**src/hdl/rbts_pkg.sv**
```systemverilog
// rbts_pkg: shared types and constants for the radio bring-up / transmit sequencer.
// No dependencies; used by radio_bringup_tx_sequencer_core.
`default_nettype none

package rbts_pkg;

   localparam int unsigned REQ_DATA_W = 208;
   localparam int unsigned RSP_DATA_W = 96;
   localparam int unsigned ACTION_W   = 2;

   typedef enum logic [1:0] {
      ACT_RESET    = 2'd0,
      ACT_POLL     = 2'd1,
      ACT_SCHEDULE = 2'd2,
      ACT_CANCEL   = 2'd3
   } action_type;

   typedef enum logic [3:0] {
      MODE_INVALID   = 4'd0,
      MODE_RST       = 4'd1,
      MODE_WAIT_IRQ  = 4'd2,
      MODE_WAIT_PLL  = 4'd3,
      MODE_CALIB     = 4'd4,
      MODE_READY     = 4'd5,
      MODE_TX_WAIT   = 4'd8,
      MODE_TX_ACTIVE = 4'd9,
      MODE_TX_LATE   = 4'd10,
      MODE_CHIP_ERR  = 4'd11,
      MODE_BUG       = 4'd12
   } mode_type;

   typedef enum logic [3:0] {
      ERR_NONE      = 4'd0,
      ERR_GENERIC   = 4'd1,
      ERR_IMPULSE   = 4'd2,
      ERR_LOW_VOLT  = 4'd3,
      ERR_PLL       = 4'd4,
      ERR_COMMAND   = 4'd5,
      ERR_SPI       = 4'd6,
      ERR_BAD_SIZE  = 4'd7,
      ERR_NOT_READY = 4'd8
   } err_type;

   typedef enum logic [1:0] {
      DRV_NONE    = 2'd0,
      DRV_LOW     = 2'd1,
      DRV_RELEASE = 2'd2
   } drive_type;

   typedef enum logic [1:0] {
      CALW_NONE  = 2'd0,
      CALW_START = 2'd1,
      CALW_STOP  = 2'd2
   } calw_type;

   typedef enum logic [1:0] {
      CMD_NONE     = 2'd0,
      CMD_DELAY_TX = 2'd1,
      CMD_TRX_OFF  = 2'd2
   } cmd_type;

   localparam logic [31:0] ERR_LO_MASK     = 32'h020C_0000;
   localparam logic [31:0] ERR_HI_MASK     = 32'h0000_0F00;
   localparam logic [31:0] IMPULSE_BIT     = 32'h0004_0000;
   localparam logic [31:0] LOW_VOLT_BIT    = 32'h0008_0000;
   localparam logic [31:0] PLL_ERR_BIT     = 32'h0200_0000;
   localparam logic [31:0] CMD_ERR_HI_BIT  = 32'h0000_0100;
   localparam logic [31:0] SPI_ERR_HI_MASK = 32'h0000_0E00;
   localparam logic [31:0] PLL_LOCK_BIT    = 32'h0000_0002;
   localparam logic [31:0] TX_START_MASK   = 32'h0000_00F0;
   localparam logic [31:0] TX_LATE_BIT     = 32'h0800_0000;
   localparam logic [31:0] TX_DONE_BIT     = 32'h0000_0080;
   localparam logic [31:0] RSTATE_IDLE     = 32'h000D_0000;
   localparam logic [12:0] FCTL_BASE       = 13'h1C00;
   localparam logic [9:0]  FRAME_SIZE_MAX  = 10'd1021;
   localparam logic [7:0]  HOLD_MS_RESET   = 8'd10;

   typedef struct packed {
      logic [31:0] stime;
      logic [12:0] fctl;
      cmd_type     cmd;
      logic [31:0] clr;
      calw_type    calw;
      logic        setup;
      drive_type   drv;
      err_type     cause;
      mode_type    mode;
   } rsp_type;

endpackage

`default_nettype wire

```
**src/hdl/radio_bringup_tx_sequencer_core.sv**
```systemverilog
// Radio bring-up and delayed-transmit sequencer, single module.
// Registers: a req is staged in s1, then moves to the rsp register once that is free or taken.
// Throughput: one transfer per cycle; a stalled rsp holds while one more req is staged.
// Reset: synchronous, active high; clears mode, reset stamp, error cause, valids;
// hold time returns to 10 ms. csr writes always accepted.
// Depends on rbts_pkg.
`default_nettype none

module radio_bringup_tx_sequencer_core (
   input  wire logic                             clock,
   input  wire logic                             reset,
   // configuration
   input  wire logic                             csr_valid,
   output logic                                  csr_ready,
   input  wire logic [7:0]                       csr_data,   // reset_hold_ms
   // requests
   input  wire logic                             req_tvalid,
   output logic                                  req_tready,
   // now_ms, irq_level, status_low, status_high, calibration_status,
   // radio_state, frame_size, transmit_time, zero pad
   input  wire logic [rbts_pkg::REQ_DATA_W-1:0]  req_tdata,
   input  wire logic [rbts_pkg::ACTION_W-1:0]    req_tuser,  // action
   // results
   output logic                                  rsp_tvalid,
   input  wire logic                             rsp_tready,
   // status, error_kind, drive_reset, chip_setup, calibration_write,
   // clear_mask, radio_command, frame_control, scheduled_time, zero pad
   output logic [rbts_pkg::RSP_DATA_W-1:0]       rsp_tdata
);

   logic                                 s1_valid_ff, s1_valid_in;
   logic [rbts_pkg::REQ_DATA_W-1:0]      s1_data_ff;
   logic [rbts_pkg::ACTION_W-1:0]        s1_act_ff;
   logic                                 rsp_valid_ff, rsp_valid_in;
   rbts_pkg::rsp_type                    rsp_ff, rsp_in;
   rbts_pkg::mode_type                   mode_ff, mode_in;
   rbts_pkg::err_type                    cause_ff, cause_in;
   logic [31:0]                          stamp_ff, stamp_in;
   logic [7:0]                           hold_ff;
   logic                                 advance;

   logic [31:0] now_ms, status_low, status_high, cal_status, radio_state, transmit_time;
   logic [31:0] elapsed;
   logic [9:0]  frame_size;
   logic        irq_level;
   rbts_pkg::action_type action;

   assign now_ms        = s1_data_ff[31:0];
   assign irq_level     = s1_data_ff[32];
   assign status_low    = s1_data_ff[64:33];
   assign status_high   = s1_data_ff[96:65];
   assign cal_status    = s1_data_ff[128:97];
   assign radio_state   = s1_data_ff[160:129];
   assign frame_size    = s1_data_ff[170:161];
   assign transmit_time = s1_data_ff[202:171];
   assign action        = rbts_pkg::action_type'(s1_act_ff);
   assign elapsed       = now_ms - stamp_ff;

   assign advance      = !rsp_valid_ff || rsp_tready;
   assign req_tready   = !s1_valid_ff || advance;
   assign s1_valid_in  = req_tready ? req_tvalid : s1_valid_ff;
   assign rsp_valid_in = advance ? s1_valid_ff : rsp_valid_ff;
   assign csr_ready    = 1'b1;

   always_comb begin
      logic stop;
      stop     = 1'b0;
      mode_in  = mode_ff;
      cause_in = cause_ff;
      stamp_in = stamp_ff;
      rsp_in   = '0;
      unique case (action)
         rbts_pkg::ACT_RESET: begin
            rsp_in.drv = rbts_pkg::DRV_LOW;
            mode_in    = rbts_pkg::MODE_RST;
            stamp_in   = now_ms;
         end
         rbts_pkg::ACT_POLL: begin
            if (mode_in == rbts_pkg::MODE_RST) begin
               if (elapsed < {24'd0, hold_ff} || irq_level) begin
                  stop = 1'b1;
               end else begin
                  rsp_in.drv = rbts_pkg::DRV_RELEASE;
                  mode_in    = rbts_pkg::MODE_WAIT_IRQ;
               end
            end
            if (!stop && mode_in == rbts_pkg::MODE_WAIT_IRQ) begin
               if (!irq_level) begin
                  stop = 1'b1;
               end else begin
                  rsp_in.setup = 1'b1;
                  mode_in      = rbts_pkg::MODE_WAIT_PLL;
               end
            end
            if (!stop) begin
               if ((status_low & rbts_pkg::ERR_LO_MASK) != '0 ||
                   (status_high & rbts_pkg::ERR_HI_MASK) != '0) begin
                  mode_in = rbts_pkg::MODE_CHIP_ERR;
                  priority if ((status_high & rbts_pkg::SPI_ERR_HI_MASK) != '0) begin
                     cause_in = rbts_pkg::ERR_SPI;
                  end else if ((status_high & rbts_pkg::CMD_ERR_HI_BIT) != '0) begin
                     cause_in = rbts_pkg::ERR_COMMAND;
                  end else if ((status_low & rbts_pkg::PLL_ERR_BIT) != '0) begin
                     cause_in = rbts_pkg::ERR_PLL;
                  end else if ((status_low & rbts_pkg::LOW_VOLT_BIT) != '0) begin
                     cause_in = rbts_pkg::ERR_LOW_VOLT;
                  end else if ((status_low & rbts_pkg::IMPULSE_BIT) != '0) begin
                     cause_in = rbts_pkg::ERR_IMPULSE;
                  end else begin
                     cause_in = rbts_pkg::ERR_GENERIC;
                  end
               end
               if (mode_in == rbts_pkg::MODE_WAIT_PLL) begin
                  if ((status_low & rbts_pkg::PLL_LOCK_BIT) == '0) begin
                     stop = 1'b1;
                  end else begin
                     rsp_in.calw = rbts_pkg::CALW_START;
                     mode_in     = rbts_pkg::MODE_CALIB;
                  end
               end
            end
            if (!stop && mode_in == rbts_pkg::MODE_CALIB) begin
               if (cal_status == '0) begin
                  stop = 1'b1;
               end else begin
                  rsp_in.calw = rbts_pkg::CALW_STOP;
                  mode_in     = rbts_pkg::MODE_READY;
               end
            end
            if (!stop) begin
               if (mode_in == rbts_pkg::MODE_TX_WAIT) begin
                  priority if ((status_low & rbts_pkg::TX_START_MASK) != '0) begin
                     mode_in    = rbts_pkg::MODE_TX_ACTIVE;
                     rsp_in.clr = rbts_pkg::TX_START_MASK;
                  end else if ((status_low & rbts_pkg::TX_LATE_BIT) != '0) begin
                     mode_in    = rbts_pkg::MODE_TX_LATE;
                     rsp_in.clr = rbts_pkg::TX_LATE_BIT;
                  end else if (radio_state == rbts_pkg::RSTATE_IDLE) begin
                     mode_in = rbts_pkg::MODE_TX_LATE;
                  end else begin
                     mode_in = rbts_pkg::MODE_TX_WAIT;
                  end
               end
               if (mode_in == rbts_pkg::MODE_TX_ACTIVE &&
                   (status_low & rbts_pkg::TX_DONE_BIT) != '0) begin
                  mode_in    = rbts_pkg::MODE_READY;
                  rsp_in.clr = rsp_in.clr | rbts_pkg::TX_DONE_BIT;
               end
            end
         end
         rbts_pkg::ACT_SCHEDULE: begin
            priority if (frame_size >= rbts_pkg::FRAME_SIZE_MAX) begin
               mode_in  = rbts_pkg::MODE_BUG;
               cause_in = rbts_pkg::ERR_BAD_SIZE;
            end else if (mode_ff != rbts_pkg::MODE_READY) begin
               mode_in  = rbts_pkg::MODE_BUG;
               cause_in = rbts_pkg::ERR_NOT_READY;
            end else begin
               rsp_in.cmd   = rbts_pkg::CMD_DELAY_TX;
               rsp_in.fctl  = rbts_pkg::FCTL_BASE | {3'd0, frame_size};
               rsp_in.stime = transmit_time;
               mode_in      = rbts_pkg::MODE_TX_WAIT;
            end
         end
         rbts_pkg::ACT_CANCEL: begin
            if (mode_ff >= rbts_pkg::MODE_READY && mode_ff <= rbts_pkg::MODE_TX_LATE) begin
               rsp_in.cmd = rbts_pkg::CMD_TRX_OFF;
               mode_in    = rbts_pkg::MODE_READY;
            end else begin
               mode_in  = rbts_pkg::MODE_BUG;
               cause_in = rbts_pkg::ERR_NOT_READY;
            end
         end
         default: begin
            mode_in = mode_ff;
         end
      endcase
      rsp_in.mode  = mode_in;
      rsp_in.cause = cause_in;
   end

   always_ff @(posedge clock) begin
      if (reset) begin
         s1_valid_ff  <= 1'b0;
         rsp_valid_ff <= 1'b0;
         mode_ff      <= rbts_pkg::MODE_INVALID;
         cause_ff     <= rbts_pkg::ERR_NONE;
         stamp_ff     <= '0;
         hold_ff      <= rbts_pkg::HOLD_MS_RESET;
      end else begin
         s1_valid_ff  <= s1_valid_in;
         rsp_valid_ff <= rsp_valid_in;
         if (csr_valid && csr_ready) begin
            hold_ff <= csr_data;
         end
         if (s1_valid_ff && advance) begin
            mode_ff  <= mode_in;
            cause_ff <= cause_in;
            stamp_ff <= stamp_in;
         end
      end
   end

   always_ff @(posedge clock) begin
      if (req_tvalid && req_tready) begin
         s1_data_ff <= req_tdata;
         s1_act_ff  <= req_tuser;
      end
      if (s1_valid_ff && advance) begin
         rsp_ff <= rsp_in;
      end
   end

   assign rsp_tvalid = rsp_valid_ff;
   assign rsp_tdata  = {4'd0, rsp_ff.stime, rsp_ff.fctl, rsp_ff.cmd, rsp_ff.clr, rsp_ff.calw,
                        rsp_ff.setup, rsp_ff.drv, rsp_ff.cause, rsp_ff.mode};

   a_stage_moves: assert property (@(posedge clock) disable iff (reset)
      s1_valid_ff && advance |=> rsp_valid_ff)
      else $error("staged item not moved to result register");

   a_delay_tx_mode: assert property (@(posedge clock) disable iff (reset)
      rsp_valid_ff && rsp_ff.cmd == rbts_pkg::CMD_DELAY_TX
      |-> rsp_ff.mode == rbts_pkg::MODE_TX_WAIT)
      else $error("delayed transmit without transmit-wait status");

   a_reset_pin_mode: assert property (@(posedge clock) disable iff (reset)
      rsp_valid_ff && rsp_ff.drv == rbts_pkg::DRV_LOW |-> rsp_ff.mode == rbts_pkg::MODE_RST)
      else $error("reset pin driven without reset status");

   a_bug_cause: assert property (@(posedge clock) disable iff (reset)
      mode_ff == rbts_pkg::MODE_BUG
      |-> cause_ff == rbts_pkg::ERR_BAD_SIZE || cause_ff == rbts_pkg::ERR_NOT_READY)
      else $error("code-bug status with a chip error cause");

endmodule

`default_nettype wire

```
**config.mk**
```make
export PLATFORM = sky130hd
export DESIGN_NAME = radio_bringup_tx_sequencer_core
export DESIGN_NICKNAME = d
export VERILOG_FILES = /design/src/hdl/rbts_pkg.sv /design/src/hdl/radio_bringup_tx_sequencer_core.sv
export SDC_FILE = /design/constraint.sdc
export NUM_CORES = 1
export LEC_CHECK = 0
export BUFFER_PORTS_ARGS = -buffer_cell sky130_fd_sc_hd__buf_2
export CORE_ASPECT_RATIO = 1.5
export CORE_MARGIN = 3
export CORE_UTILIZATION = 51
export CTS_CLUSTER_DIAMETER = 120
export CTS_CLUSTER_SIZE = 16
export DETAILED_ROUTE_END_ITERATION = 10
export PLACE_DENSITY = 0.78
export SETUP_SLACK_MARGIN = 0.1
export SKIP_LAST_GASP = 1
export SYNTH_ARGS = -nofsm -noshare
export SYNTH_HDL_FRONTEND = slang
export SYNTH_SLANG_ARGS = --single-unit
```
**constraint.sdc**
```tcl
create_clock -name clock -period 7.1 [get_ports clock]
set_input_delay 1.42 -clock clock [delete_from_list [all_inputs] [get_ports clock]]
set_output_delay 1.42 -clock clock [all_outputs]
set_load 0.005 [all_outputs]
```
==> reports/results.tsv <==
metric	value	unit
gp_congestion	0.944	
endpoint_kind	flop	
fin_nets	1504	
syn_inst	1026	
cts_resized	0	
fin_tns_setup	0	ns
syn2layout_area_growth	15.7	%
cp_cell_sequence	ha_1, a21o_1, a31o_2, nor2_1, o21ai_0, xor2_1, ha_1, a21oi_1, o221ai_1, a2111o_1, a221o_1, or4_1, or4_4, nor4_4, o21ai_1, a32o_1	
critPathArrivalTime	5.41	ns
synth_area	0.0120	sq mm
critPathMaxFanout	7	
hold_buffers	0	
place_hpwl	19900	um
die-height	194	um
io_buffers	233	
min_path_type	reg -> reg	
boundaryPins	322	
async_reset_ff_frac	0	
cp.depth	16	
synth-edff-count	215	
synth-seq-cells	265	
ys_warn_count	0	
layout_commonest_cell	buf_2	
setup_viol	0	
slew_viol_final	0	
cp_slowest_cell	or4_1	
clkTransAtPathRegs	0.07	ns
cts.path.max_buffers	3	
cts_tree	built	
place_area	0.0133	sq mm
cts.sinks	265	
dieArea	0.0254	sq mm
p_leak	5.27	nW
cp_common_cell	ha_1	
grt_setup_unrepaired	no	
synth_area_leaders	edfxtp_1, dfxtp_1, ha_1	
cp_slowest_stage_delay	0.49	ns
dr.pass1.iters	5	
dp_cells	1535	
crit_type	reg -> reg	
drt-total-wl	26200	um
grt_pass1_vias	8168	
layout-drive-gt1-share	0.220	
pre_cts_ws	2.02	ns
hold_path_depth	2	
syn_area_per_cell	11.7	sq um
cp_num_buf_inv	0	
timing.fmax	0.194	GHz
antenna_found_initial	1	
numCtsBuffers	20	
grt_usage	0.199	
post-cts-setup-buffers	0	
vias_per_cell	5.34	
clkLatencyLatePin	0.51	ns
worstSetupStartpointType	flop	
required	7.36	ns
fin_ws	1.95	ns
vdd_drop_max	0.190	mV
final_area	0.0138	sq mm
crit_family	compound AO/OA/AOI/OAI gates	
synth_area_leader_cell	edfxtp_1	
min_period	5.15	ns
grt_pass1_wl	40500	um
power_density	228	mW/mm^2
final_cell_mix	buf_2, edfxtp_1, nand2_1	
synth-main-ff-cell	edfxtp_1	
tightestPinTransition	1.12	ns
synth_top_area_frac	0.540	
fp.dieW	131	um
cap_violations	0	
synth.distinct_cells	68	
finalHoldViolCount	0	
core-area	0.0231	sq mm
routedWlPerCell	16.7	um
cts_root_buf	clkbuf_16	
drt-initial-drc-count	376	
drtAntennaViolNets	0	
skew	0.0206	ns
r2r_cells	16	
whs	0.454	ns
htreeDepth	1	
ys_seq_area_frac	0.623	
post-route-util	0.600	
instances_no_fill	1572	
maxSlewHeadroom	0.250	
drc	0	
initial_utilization	0.519	
status	finished clean	
grt_max_degree	73	
rows	68	
overflow	0	
total_power	3.16	mW
period_share	0.725	
vias	8398	
-- kinds of logic after synthesis --
group,synth area share
compound gates,0.124
mux,0.00858
flops,0.623
fa+ha+maj,0.0414
xor+xnor,0.00952
buf+inv,0.0543
other cells,0.000628
simple gates,0.138
-- final timing paths --
kind / startpoint / to / slack [ns]
max: s1_data_ff[4]$_DFFE_PP_ / rsp_tdata[3]$_DFFE_PP_ / 1.95
min: stamp_ff[5]$_SDFFE_PP0P_ / stamp_ff[5]$_SDFFE_PP0P_ / 0.45
max reg2reg: s1_data_ff[4]$_DFFE_PP_ / rsp_tdata[3]$_DFFE_PP_ / 1.95
min reg2reg: stamp_ff[5]$_SDFFE_PP0P_ / stamp_ff[5]$_SDFFE_PP0P_ / 0.45
-- power breakdown --
group / switching [mW] / total, mW / internal (mW)
registers: 0.0327 / 1.80 / 1.76
logic: 0.199 / 0.331 / 0.132
clock network: 0.498 / 1.03 / 0.536
total: 0.730 / 3.16 / 2.43
-- tightest hold or removal path: cells and delay by family (launching register included) --
family | cells | cell delay, ns
simple gates | 1 | 0.05
compound gates | 1 | 0.05
flops | 1 | 0.31
-- Yosys cell counts, drive strengths merged (4+ instances only) --
cell type    n
a211oi       5
a31oi        9
nand2b       6
o22ai        5
nor3        18
o21ai       39
or4          4
nand2      126
clkbuf      25
nor2        53
inv         55
dfxtp       50
nand3        8
mux2i        8
xnor2        6
and3         4
a21oi       90
nand4       18
o2111ai      5
o211ai       7
ha          38
or3         13
o21a        12
a21boi       4
and2        46
nor2b        6
buf         51
a21o        14
nor4        25
a22oi        4
o31ai        5
xor2         7
edfxtp     215
-- registers in the layout, summed over array words and instances, names as in the netlist --
register,count
s1_valid_ff,1
hold_ff,8
cause_ff,4
s1_data_ff,152
action,2
stamp_ff,32
rsp_tvalid,1
rsp_tdata,61
mode_ff,4
-- layout make-up --
cell class              count  area [sq um]
flip-flops and latches    265          7460
well taps                 315           394
inverters                  55           206
clock buffers              34           553
diodes                      1          2.50
fillers                  1932          9220
multi-input cells         660          3980
repair buffers            240          1220
clock inverters             2          25.0
-- per-layer routing --
| layer | up-vias | global-route usage | wire [um] | part of all wire |
|---|---|---|---|---|
| met1 | 3919 | 0.216 | 9240 | 0.35 |
| li1 | 4132 | - | - | - |
| met4 | 0 | 0.0759 | 973 | 0.037 |
| met5 | - | 0 | 0 | 0 |
| met3 | 67 | 0.0285 | 1640 | 0.063 |
| met2 | 280 | 0.378 | 14400 | 0.55 |
(Power assumes the default switching activity.)
